$ cat config.mk
export PLATFORM = sky130hd
export DESIGN_NAME = lbbt_ctrl
export DESIGN_NICKNAME = d
export VERILOG_FILES = /design/src/rtl/core/assert_macros.svh /design/src/rtl/core/lbbt_pkg.sv /design/src/rtl/core/lbbt_ctrl.sv
export SDC_FILE = /design/constraint.sdc
export NUM_CORES = 1
export LEC_CHECK = 0
export BUFFER_PORTS_ARGS = -buffer_cell sky130_fd_sc_hd__buf_4
export CORE_AREA = 2 2 39 41
export CTS_BUF_LIST = sky130_fd_sc_hd__clkbuf_2
export CTS_CLUSTER_DIAMETER = 150
export DETAILED_ROUTE_END_ITERATION = 10
export DIE_AREA = 0 0 41 43
export PLACE_DENSITY = 0.39
export SLEW_MARGIN = 20
export SYNTH_ARGS = -nofsm -noshare
export SYNTH_HDL_FRONTEND = slang
export SYNTH_SLANG_ARGS = --single-unit
$ cat constraint.sdc
create_clock -name i_clk -period 2.8 [get_ports i_clk]
set_clock_uncertainty 0.15 [all_clocks]
set_input_delay 0.28 -clock i_clk [delete_from_list [all_inputs] [get_ports i_clk]]
set_output_delay 0.28 -clock i_clk [all_outputs]
set_load 0.01 [all_outputs]
$ cat src/rtl/core/assert_macros.svh
// Assertion macros shared by the RTL that checks itself.
// Clocked on i_clk and held off while i_rst_n is low.
`ifndef ASSERT_MACROS_SVH
`define ASSERT_MACROS_SVH

// Property must hold at every clock edge out of reset.
`define ASSERT_ALWAYS(name, prop) \
    name: assert property (@(posedge i_clk) disable iff (!i_rst_n) (prop)) \
        else $error("assertion failed");

// Antecedent implies consequent in the same cycle.
`define ASSERT_IMPLY(name, ante, cons) \
    name: assert property (@(posedge i_clk) disable iff (!i_rst_n) (ante) |-> (cons)) \
        else $error("assertion failed");

// Antecedent implies consequent in the next cycle.
`define ASSERT_NEXT(name, ante, cons) \
    name: assert property (@(posedge i_clk) disable iff (!i_rst_n) (ante) |=> (cons)) \
        else $error("assertion failed");

`endif

$ cat src/rtl/core/lbbt_pkg.sv
// Shared constants, codes and types for the label bounding box table.
// No dependencies; every module of the block imports it.
package lbbt_pkg;

    localparam int GRID_COLS  = 64;
    localparam int GRID_ROWS  = 64;
    localparam int COORD_BITS = 15;

    localparam int CELLS = GRID_COLS * GRID_ROWS;
    localparam int IDX_W = (CELLS > 1) ? $clog2(CELLS) : 1;

    localparam int PIX_W   = 15;
    localparam int LABEL_W = 16;
    localparam int OUT_W   = 16;
    localparam int CFG_W   = 7;
    localparam int FUNC_W  = 2;

    localparam logic [FUNC_W-1:0] FUNC_ACCUM = 2'd0;
    localparam logic [FUNC_W-1:0] FUNC_READ  = 2'd1;
    localparam logic [FUNC_W-1:0] FUNC_CLEAR = 2'd2;

    localparam logic CFG_GRID_SAMPLES = 1'b0;
    localparam logic CFG_GRID_LINES   = 1'b1;

    localparam logic [CFG_W-1:0] CFG_RESET = 7'd64;

    typedef logic [COORD_BITS-1:0] t_coord;

    typedef struct packed {
        t_coord min_s;
        t_coord max_s;
        t_coord min_l;
        t_coord max_l;
    } t_bnd;

    typedef struct packed {
        logic clear_step;
        logic load_item;
        logic rd_en;
        logic upd;
        logic load_out;
    } t_cmd;

    typedef struct packed {
        logic clear_last;
        logic is_read;
    } t_stat;

endpackage

$ cat src/rtl/core/lbbt_ctrl.sv
// Sequencer for the label bounding box table: clearing pass, item steps and
// output valid. Depends on lbbt_pkg.
module lbbt_ctrl import lbbt_pkg::*; (
    input  logic  i_clk,
    input  logic  i_rst_n,
    input  logic  i_in_valid,
    output logic  o_in_stall,
    output logic  o_out_valid,
    input  logic  i_out_stall,
    input  t_stat i_stat,
    output t_cmd  o_cmd
);

    localparam logic [1:0] ST_CLEAR = 2'd0;
    localparam logic [1:0] ST_IDLE  = 2'd1;
    localparam logic [1:0] ST_READ  = 2'd2;
    localparam logic [1:0] ST_UPD   = 2'd3;

    logic [1:0] r_state;
    logic [1:0] n_state;
    logic       r_out_valid;
    logic       n_out_valid;

    always_comb begin
        n_state = r_state;
        o_cmd   = '0;
        case (r_state)
            ST_CLEAR: begin
                o_cmd.clear_step = 1'b1;
                if (i_stat.clear_last) begin
                    n_state = ST_IDLE;
                end
            end
            ST_IDLE: begin
                if (i_in_valid) begin
                    o_cmd.load_item = 1'b1;
                    n_state         = ST_READ;
                end
            end
            ST_READ: begin
                o_cmd.rd_en = 1'b1;
                n_state     = ST_UPD;
            end
            ST_UPD: begin
                // hold while a read result has nowhere to go
                if (!(i_stat.is_read && r_out_valid && i_out_stall)) begin
                    o_cmd.upd      = 1'b1;
                    o_cmd.load_out = i_stat.is_read;
                    n_state        = ST_IDLE;
                end
            end
            default: begin
                n_state = ST_CLEAR;
            end
        endcase
    end

    assign n_out_valid = o_cmd.load_out || (r_out_valid && i_out_stall);

    always_ff @(posedge i_clk) begin
        if (!i_rst_n) begin
            r_state     <= ST_CLEAR;
            r_out_valid <= 1'b0;
        end else begin
            r_state     <= n_state;
            r_out_valid <= n_out_valid;
        end
    end

    assign o_in_stall  = (r_state != ST_IDLE);
    assign o_out_valid = r_out_valid;

endmodule

Word level (Yosys, flattened, before mapping)
Cells that the tools add are included.
{"block": "classes", "n_reduce_logical": 6, "mux": 10, "n_eq_ne": 7}
{"cell": "$mux 2", "n": 5}
{"cell": "$pmux 2 s4", "n": 1}
{"cell": "$ne 2x2->1 const B", "n": 3}
{"cell": "$eq 2x2->1 const B", "n": 2}
{"cell": "$mux 1", "n": 4}
{"cell": "$logic_and 1x1->1", "n": 3}
{"cell": "$reduce_and 3->1", "n": 1}
{"cell": "$eq 2x1->1 const B", "n": 1}
{"cell": "$logic_not 2->1", "n": 1}
{"cell": "$ne 2x1->1 const B", "n": 1}
{"cell": "$logic_or 1x1->1", "n": 1}
{"block": "totals", "register_bits": 3, "elab_cells": 25, "output_inout_bits": 7, "in_bits": 6}

Longest topological paths before layout
Gate-level depths: netlist (run 1).
{"block": "logic_depth", "depth_word": 5, "ltp_mapped": 5, "ltp_nobuf": 5}

Worst setup path before layout (run 1)
OpenSTA, ideal clock, no wires.
{"block": "synth_timing", "path_type": "reg-to-reg", "start": "reg r_state[1]", "end": "reg r_state[0]", "setup_ns": 0.125, "stages_incl_launch_ff": 6, "path_slack_ns": 1.547, "t_arrival_ns": 0.978, "synth_period_minus_slack_ns": 1.253, "required_ns": 2.525, "n_path_buf": 0, "cell_sequence": "dfxtp_1 > inv_1 > ha_1 > inv_1 > o221ai_2 > mux2i_1"}
{"block": "synth_between", "elab_chain_len": 3, "word_cells_on_any_way": 9, "cone_classes": "eq/ne: 6; mux: 1; reduce/logical: 2"}
{"item": "start: declaration", "line_no": "lbbt_ctrl.sv:19", "text": "logic [1:0] r_state;"}
{"item": "start signal: assignment", "line_no": "lbbt_ctrl.sv:65", "text": "r_state <= n_state;"}
{"item": "$eq 2x2->1 (tied with other cells)", "line_no": "lbbt_ctrl.sv:27", "text": "case (r_state)"}
{"item": "$ne 2x2->1 (no source line)"}
{"item": "$reduce_and 3->1 (no source line)"}
Parallel ways exist; a longest one is shown, timed or not.
A chain may end at the register's enable or synchronous reset.

==> reports/results.txt, run 1 <==
The worst setup path is captured at an output port. Counting every net in the synthesized netlist gives 35. The area growth from synthesis to layout is 60.82%.

The category of the worst setup path launch point is a flip-flop. Share of total power in the clock network: 23.4%. The run gives 3 as the CTS sink count.

The switching part of the total power works out to 37.28%. Once layout is done, the placed cells without fillers occupy 344.1 sq um. Once placement completed, the tool counted placed cells totaling 53.

The number of H-tree levels was 1. The number of optimization iterations in the first detailed-route pass was 2. The mean cell area of the mapped netlist is 8.558 sq um.

For the count of unique library cells instantiated by Yosys, the log shows 11. For this run, design rule violations remaining after detail routing come to 0. In this run, the combinational gates consume 49.8% of the power. In this run the count of I/O pins placed on the die edge is 13. Post-DP HPWL: 410.4 microns. The tools report the number of global-route vias before repair as 199. The path with the worst hold slack has its endpoint at r_state[1].

The time the final worst path needs with I/O delays and setup came out at 1550 ps. The total detailed-routing wirelength came out at 472 microns. The most used flip-flop cell after synthesis is dfxtp_1. The tools report the combined flip-flop and latch cell area as 60.06 sq um. By startpoint and endpoint, the worst setup path is classified as flip-flop to output port. Registers are responsible for 26.7% of the overall power. The worst register-to-register path begins at r_state[1]. The clock-pin transition on the worst setup and hold timing paths came out at 40 ps. Synthesis inferred 3 register bits.

Routability-driven placement finished with a final weighted congestion of 0.6444. The slew of the pin with the lowest slew margin works out to 231.5 ps. The endpoint identified for the worst register-to-register timing path is r_state[0]. Summed over all nets, the switching power comes to 0.09256 mW. The slowest stage of the critical path is the dfxtp_1 cell.

For the worst setup path, the data arrival time is 1120 ps. Using the TritonRoute via totals, the vias-per-cell ratio works out to 3.789. The worst register-to-register path has a depth of 5. In the post-synthesis netlist, the cell with the most instances is nand2_1. The family of cells with the greatest summed delay on the critical path was flip-flops. Global routing consumed, over all layers together, 6.319% of the routing resources.

Measured along the y axis, the die boundary spans 43 microns. For the post-placement cell area, the log shows 324.1 sq um. The data required time at the worst endpoint came out at 2370 ps. After synthesis, the share of flip-flops with an asynchronous set or reset is 0%. Yosys attributes the largest share of cell area to dfxtp_1 (28%), ha_1 (23%), nand2_1 (11%). The synthesized netlist occupies a cell area of 214.0 sq um.

For the proportion of synthesized chip area in sequential cells, the log shows 28.07%. Once the floorplan was initialized, standard cells occupied 15.46% of the core. The first global-routing pass estimated 731 microns of wire. The tree is rooted in a clkbuf_2.

Across the VDD grid, the largest voltage drop is 186.9 uV. For the warning count from the yosys run, the log shows 0. The worst hold path was traced through 3 stages. In the synthesized netlist, the cells that appear most often are nand2_1 (6), ha_1 (4), inv_1 (4). The initialized floorplan defines 14 standard-cell rows. The share of synthesized area in the top cell type comes to 28.07%. For the maximum frequency from static timing analysis, the log shows 0.6451 GHz.

The power density over cell area is 721.5 mW/mm^2, and the number of vias after detailed routing is 216. The run gives 84.57% as the normalized max-slew margin. The cell type contributing the most total cell area after synthesis was dfxtp_1. In this run the deepest clock path goes through 2 buffers. The max-slew violation total from the final report is 0. The flow ran to the end, and the final reports show no timing, DRC or antenna violations.

The floorplan step defined a core boundary enclosing 0.001384 sq mm. After filler insertion, the fill cell instance count of the layout stands at 158. For the final cell count without fillers, the log shows 57. In this run the remaining antenna-violating nets after routing total 0. The largest single stage delay on the critical path is 380 ps. Adding up every negative setup slack in the final design gives 0 ps. The number of clock buffers added by TritonCTS is 3. At the end of the flow, the number of nets in the layout was 52.

The antenna diode count was 0; the number of enable-type register cells in the synthesized netlist was 0. Hold repair after CTS inserted 0 buffers. The tools report the total internal power as 0.1557 mW.

TritonCTS built the clock tree. The die covers 0.001763 sq mm. Traced cell by cell, the critical path runs through inv_1, ha_1, and2_1, buf_4. In the synthesized netlist, the number of instances is 25.

The die is 41 microns wide. The quantity of I/O buffers inserted on ports came out at 12. Buffers added to address setup during post-CTS repair amount to 0.

The first routing iteration left 2 violations. The number of gates resized after cts was 0; the final number of hold-violating endpoints was 0. The post-route netlist has 41.46% of its cells at a drive strength greater than 1. The most critical setup path has its startpoint at r_state[1]. The multi-input combinational cells in the finished layout cover a total of 138.9 sq um. Setup violations remaining at the end of the flow were counted as 0. The number of antenna violations at the first check in global routing was 0. The tools report the max-cap violation count as 0.

The startpoint identified for the worst hold timing path is i_rst_n. Setup repair after global routing left no endpoint under its margin. The maximum number of pins on one net before global-route repair was 6.

The worst hold path belongs to the class primary input to flip-flop. Clock latency on the worst-skew pair, taken at its later pin, is 200 ps. The total overflow left after global routing is 0. The routed length per placed instance was 8.281 microns; the number of buffer and inverter stages on the critical path was 2. The slack of the worst reg-to-reg path was 1470 ps.

The share of the cycle needed by the critical path after routing works out to 55.36%. The largest fanout on the critical path is 4. Summed over all cells, the static leakage comes to 0.1736 nW.
## layout by cell type, fill, tap and decap left out
cell type	instances
o221ai_2	1
nand2_1	6
dfxtp_1	3
ha_1	4
and2_1	1
nand2b_1	1
mux2i_1	2
a31oi_1	1
clkbuf_2	4
a21boi_0	1
a21oi_1	1
inv_1	4
buf_4	12
## metrics by stage
step | setup WS [ps] | hold slack (ps) | power [mW] | util, %
2_1_floorplan | 1547 | 275.5 | 0.1392 | -
3_3_place_gp | 1471 | 355.3 | 0.1945 | 23.42
3_5_place_dp | 1454 | 364.4 | 0.1952 | 23.42
4_1_cts | 1232 | 211.8 | 0.2565 | 24.86
5_1_grt | 1129 | 207.1 | 0.2782 | 24.86
6_report | 1250 | 220.4 | 0.2482 | 24.86
## routing by layer
metal	up-vias	GRT usage (%)	part of all wire [%]
met4	0	2.000	0
li1	112	-	-
met2	12	9.375	45
met5	-	0	0
met3	0	4.712	13
met1	92	6.731	42
## worst register-to-register path: stages (launching register included)
cell	delay [ps]
dfxtp_1	340
inv_1	90
ha_1	150
inv_1	80
o221ai_2	250
mux2i_1	200
## how the worst max path moves through the flow
stage | to | slack (ps) | depth (start not counted)
final | o_cmd[3] | 1250 | 4
after global placement | o_cmd[3] | 1470 | 4
after floorplan | r_state[0] | 1550 | 5
after detailed placement | o_cmd[3] | 1450 | 4
after global routing | o_cmd[0] | 1130 | 4
after CTS | o_cmd[3] | 1230 | 4
## kinds of logic (layout without fill, tap and decap cells)
group,Yosys count,after routing,synth area share (%)
and+or+nand+nor,8,8,16.38
adders and majority gates,4,4,23.39
AOI/OAI and AO/OA,4,4,15.79
buffers and inverters,4,20,7.015
DFF,3,3,28.07
muxes,2,2,9.357
## power groups by stage
stage | combinational (mW) | sequential (mW) | clock [mW]
3_5_place_dp | 0.128 | 0.0675 | 0
5_1_grt | 0.143 | 0.0676 | 0.0675
3_3_place_gp | 0.127 | 0.0671 | 0
6_report | 0.124 | 0.0663 | 0.0582
2_1_floorplan | 0.0753 | 0.0639 | 0
4_1_cts | 0.128 | 0.0668 | 0.0617
## area by class of cell
type	count	share of cell area (%)
multi-input cells	18	40.36
repair buffers	12	26.18
flip-flops and latches	3	17.45
clock buffers	4	5.818
well taps	16	5.818
inverters	4	4.364
## sequential cells by signal, indices dropped and copies added (netlist names)
register	flops
o_out_valid	1
r_state	2
(Power assumes the default switching activity.)
==> run 2: changes to the inputs <==
PLACE_DENSITY = 0.4   (was 0.39)
clock period = 1.4 ns   (was 2.8 ns; I/O delays follow)
==> reports/results.txt, run 2 (synthesis results as in run 1) <==
Data arrives at the worst endpoint at 1040 ps. The first routing iteration left 0 violations. The quantity of I/O buffers inserted on ports is 12, and the number of cell rows is 14. The routability congestion estimate is 0.5699, and the number of H-tree levels is 1. For the final routed database, the setup TNS stands at 0 ps. The worst setup path is captured at an output port. The run gives 6.406% as the combined global-route utilization of all metal layers. For the final number of hold-violating endpoints, the log shows 0. In this run the vertical extent of the chip is 43 microns.

The initial utilization of the core area, before any placement, comes to 15.46%. In this run the critical register-to-register path is captured at r_state[1]. The tools report the master cell of the clock root buffer as clkbuf_2. The worst pin sits at a relative slew slack of 84.48%. TritonCTS built the clock tree.

For this run, the post-layout net count is 52. The share of the cycle needed by the critical path after routing came out at 94.81%. The power consumption is 0.5244 mW. Static timing analysis puts the maximum clock frequency at 0.7534 GHz. Summing all placed instances gives a cell area of 324.1 sq um.

Summing over every cut layer, the via total after detailed routing is 214. The max-slew violation total from the final report was 0. For the pin with the worst max-slew slack, the measured transition is 232.7 ps. For this design, the CTS-stage hold fixing added 0 buffers.

The run gives 0 as the number of setup violations in the final report. The multi-input combinational cells in the finished layout cover a total of 160.2 sq um. The sequential cells in the finished layout cover a total of 67.56 sq um. The number of optimization iterations in the first detailed-route pass is 1, and the first-pass GRT wire length is 696 microns. The run finished with clean final reports. The floorplan step defined a die boundary enclosing 0.001763 sq mm. The worst path in the final design needs a cycle of 1327 ps, including I/O delays and setup. 0 antenna diodes ended up in the layout.

The library cells used most frequently in the layout, excluding fill and tap cells, are buf_4 (12), nand2_1 (5), clkbuf_2 (4). The power density over cell area is 1406 mW/mm^2. The worst register-to-register path begins at r_state[1]. Relative to the synthesized area, the layout overhead comes to 74.27%. The buffer depth of the longest clock path is 2, and the data required time at the worst endpoint is 1110 ps.

Across the VDD grid, the largest voltage drop is 373.5 uV. The floorplan step set the die width to 41 microns. The tools report the worst setup timing slack at the placement stage as 56.42 ps.

The logs give 0 for the number of antenna violations at the first check in global routing and 100 ps for the slack of the worst reg-to-reg path. Setup repair after global routing left no endpoint under its margin. The startpoint identified for the worst hold timing path is i_rst_n. The clock-pin transition on the worst setup and hold timing paths was 40 ps. In this run the static leakage power is 0.1721 nW. Using the TritonRoute via totals, the vias-per-cell ratio works out to 3.754.

The number of cells on the worst reg-to-reg path is 5. In the final layout, the share of cells above drive strength 1 is 58.54%. The routed length per placed instance is 9.053 microns. The worst setup path is of the flip-flop to output port kind. The worst setup path is launched from a flip-flop.

In this run the worst hold path is classified as primary input to flip-flop. The placeable core region is 0.001384 sq mm. Entering global routing, the biggest net connects 6 pins. The run gives 187 as the number of global-route vias before repair. Across the run, the number of max-cap violations was 0.

In this run the remaining antenna-violating nets after routing total 0. Once the clock tree was built, the setup fixing pass inserted 0 buffers. The HPWL after detailed placement is 431.7 microns.

The run gives 3 as the number of buffers created by CTS. The worst hold path stage count is 3. Ranked by flip-flop count, first place goes to r_state. Worst min-delay path endpoint: r_state[1]. Pin placement for this block handled 13 I/O pins. For this block, the routed nets add up to 516 microns of wire. The final global-route overflow total was 0.

The DRC violation count after routing is 0, and the smallest hold slack is 81.64 ps. The later pin in the worst-skew pair is clocked with a latency of 200 ps. The tools report the CTS sink count as 3.

Fill cells in the final layout number 151. Across all setup checks in the final design, the least slack found is 72.73 ps. The flip-flop count of the largest register, all copies and words added works out to 2. The final design instance area without fill is 372.9 sq um. Leading cell type in the layout, fill and taps excluded: buf_4.

The largest fanout on the critical path is 4.
==> run 2: cell counts in the layout (fill, tap and decap cells not counted) <==
No cell type changed its count.
==> run 2: power breakdown <==
group | total (mW) | switching (mW) | internal, mW | leakage, nW
Combinational | 0.254 | 0.122 | 0.132 | 0.130
Clock | 0.117 | 0.0413 | 0.0753 | 0.0166
Sequential | 0.154 | 0.0346 | 0.119 | 0.0259
Total | 0.524 | 0.198 | 0.326 | 0.172
==> run 2: worst max-delay path by stage <==
stage | from | endpoint
3_3_place_gp | r_state[0] | r_state[0]
3_5_place_dp | r_state[1] | r_state[1]
6_report | r_state[1] | o_cmd[3]
4_1_cts | r_state[0] | o_cmd[0]
5_1_grt | r_state[1] | o_cmd[3]
2_1_floorplan | r_state[1] | r_state[0]
==> run 2: repair_timing <==
action,4_1_cts,5_1_grt
setup endpoints to repair,2,6
pin swaps,0,1
resized for setup,2,8
==> run 2: critical path: stages, from the launching register on <==
cell     delay (ps)
dfxtp_4         370
inv_2            40
ha_2            160
and2_1          130
buf_4           140
==> run 2: metrics by stage <==
step / utilization (%) / std cells
global placement: 23.42 / 53
global route: 26.94 / 57
CTS: 25.05 / 57
floorplan: - / 25
detailed placement: 23.42 / 53
finish: 26.94 / 57
==> run 2: metal layers <==
layer	global-route usage, %	share of wire, %	vias to the layer above
li1	-	-	112
met1	5.732	38	94
met2	8.750	52	6
met3	3.141	9.1	2
met4	8.000	0.78	0
met5	0	0	-
==> run 2: layout make-up <==
type,count,share of cell area [%]
inverter,4,4.027
sequential,3,18.12
clock buffer,4,5.369
multi-input combinational,18,42.95
tap,16,5.369
timing repair buffer,12,24.16
==> run 3: changes to the inputs <==
HOLD_SLACK_MARGIN = 0.1   (was unset)
==> reports/results.txt, run 3 (synthesis results as in run 1) <==
In this run the most critical hold path is launched from i_stat[0]. Global routing finished with a remaining overflow of 0. The synthesis-to-finish area growth is 78.95%, and the post-DP HPWL is 431.7 microns. TritonCTS built the clock tree. The startpoint identified for the worst register-to-register timing path is r_state[1].

Setup violations remaining at the end of the flow were counted as 0. The tools report the smallest hold slack as 138.1 ps. Detailed routing inserted a total of 218 vias. The worst setup path is launched from a flip-flop. Sequential cells account for 29.2% of the total power. The die outline height is 43 microns. The number of buffers inserted to repair setup after CTS was 0. In the final layout, the share of cells above drive strength 1 is 57.14%.

The maximum frequency from static timing analysis is 0.7534 GHz. The total detailed-routing wirelength was 518 microns. The flip-flop count of the largest register, all copies and words added is 2. For the final routed database, the setup TNS stands at 0 ps. Path depth of the worst reg2reg path: 5.

The antenna diode count was 0. For the worst setup path, the data arrival time is 1040 ps. Counting tap cells, the placed design contains a total of 53 instances. For the number of global-route vias before repair, the log shows 187. The floorplan step set the die width to 41 microns. The run gives 373.5 uV as the maximum VDD drop. Buffers inserted during clock tree synthesis total 3.

For the placeable core region, the log shows 0.001384 sq mm. The leading cell type in the layout, fill and taps excluded was buf_4. The top cell types in the final layout, fill and taps aside, are buf_4 (12), nand2_1 (5), clkbuf_2 (4). The number of antenna violations at the first check in global routing is 0, and the first-pass GRT wire length is 696 microns. Across the run, the number of max-cap violations was 0. Setup slack on the worst reg-to-reg path comes out at 100 ps.

The largest single stage delay on the critical path is 370 ps. Setup repair after global routing left no endpoint under its margin. The max-slew violation total from the final report is 0, and the time the final worst path needs with I/O delays and setup is 1327 ps. The slew of the pin with the lowest slew margin was 232.7 ps. At the worst endpoint, the required time is 1110 ps. The worst path uses 94.81% of the clock period. In this run the deepest clock path goes through 2 buffers.

Number of optimization iterations in the first detailed-route pass: 1. For this run, the total global-route usage over all layers was measured as 6.406%. Among all stages on the critical path, the largest delay is contributed by dfxtp_4. Type of the most critical hold path: primary input to flip-flop.

The kind of critical path was flip-flop to output port. In this run the worst path has a maximum fanout of 4. The logs give 13 for the boundary pin count and 0.1986 mW for the switching power summed over all nets. The signal on the critical path passes through inv_2, ha_2, and2_1, buf_4. Clock insertion delay at the later pin of the skew report: 200 ps. The design draws 0.5266 mW.

The routed length per placed instance came out at 8.931 microns. For hold timing, the worst endpoint is o_out_valid. The floorplan step defined a die boundary enclosing 0.001763 sq mm. The worst register-to-register path ends at r_state[1]. The family of cells with the greatest summed delay on the critical path was flip-flops. The analysis attributes to cell leakage a power of 0.1763 nW. The run finished with clean final reports. The tools report the number of H-tree levels as 1.

For the DRC violation count after routing, the log shows 0. For the share of total power in the clock network, the log shows 22.2%. Final number of hold-violating endpoints: 0. Buffers placed on the I/O ports in this run total 12. Per report_power, the combinational group accounts for 48.6% of the total. The switching part of the total power is 37.71%. The worst setup path is captured at an output port. The tools report the master cell of the clock root buffer as clkbuf_2. The residual antenna-violating net count after detailed routing is 0. The tools report the total internal power as 0.3280 mW. Power spread over the standard cell area amounts to 1375 mW/mm^2. The register with the most flip-flops in the final layout is r_state.

For this block, the initial DRC count from the detailed router was 0. Routability-driven placement finished with a final weighted congestion of 0.5699. The tools report the starting utilization of the core area as 15.46%. The clock-pin transition on the worst setup and hold timing paths was 40 ps. Measured against its own limit, the worst slew margin works out to 84.48%. The number of buffer and inverter stages on the critical path is 2, and the number of vias per cell is 3.759. For the maximum number of pins on one net before global-route repair, the log shows 6. Number of nets in the final layout: 53. Once layout is complete, the cells apart from fillers number 58. The worst hold path passes through 3 cells. Row generation in the floorplan step produced 14 rows. At the end of the flow the core is filled with cells to 27.67%. CTS saw 3 sinks.
run 3: changes by cell type in the layout (fill, tap and decap cells not counted):
cell	change
dlygate4sd3_1	+1
run 3: what timing repair did:
item	4_1_cts	5_1_grt
hold endpoints to repair	3	0
hold buffers	1	0
pin swaps	0	1
setup endpoints to repair	2	6
resized for setup	2	8
run 3: layout make-up:
class	count	area, sq um
Tap cell	16	20.02
Sequential cell	3	67.56
Inverter	4	15.01
Multi-Input combinational cell	18	160.2
Fill cell	151	1001
Clock buffer	4	20.02
Timing Repair Buffer	13	100.1
run 3: metal layers:
metal  GRT usage, %  part of all wire, %
met3          3.141                  9.1
met2          8.750                   51
met1          5.732                   39
met5              0                    0
met4          8.000                 0.77
run 3: stage by stage:
| stage | instance area [sq um] | worst slack (ps) |
|---|---|---|
| after floorplan | 214.0 | 146.7 |
| after global placement | 324.1 | 92.74 |
| after detailed placement | 324.1 | 56.42 |
| after CTS | 356.6 | 5.698 |
| after global routing | 382.9 | 0.2219 |
| final | 382.9 | 72.73 |
run 3: worst register-to-register path: stages, from the launching register on:
cell	delay, ps
dfxtp_4	360
inv_2	60
ha_2	160
inv_1	60
o221ai_2	220
mux2i_1	210
run 3: worst max path at each step:
stage / slack [ps] / cells past startpoint / startpoint / endpoint
global placement: 90 / 4 / r_state[0] / r_state[0]
CTS: 6 / 4 / r_state[0] / o_cmd[0]
detailed placement: 60 / 5 / r_state[1] / r_state[1]
finish: 70 / 4 / r_state[1] / o_cmd[3]
global route: 0.2 / 4 / r_state[1] / o_cmd[3]
floorplan: 150 / 5 / r_state[1] / r_state[0]
run 3: power groups by stage:
stage	registers [mW]	clock network, mW	logic [mW]
floorplan	0.128	0	0.151
global placement	0.130	0	0.251
detailed placement	0.133	0	0.253
CTS	0.136	0.127	0.256
global route	0.158	0.136	0.282
finish	0.154	0.117	0.256
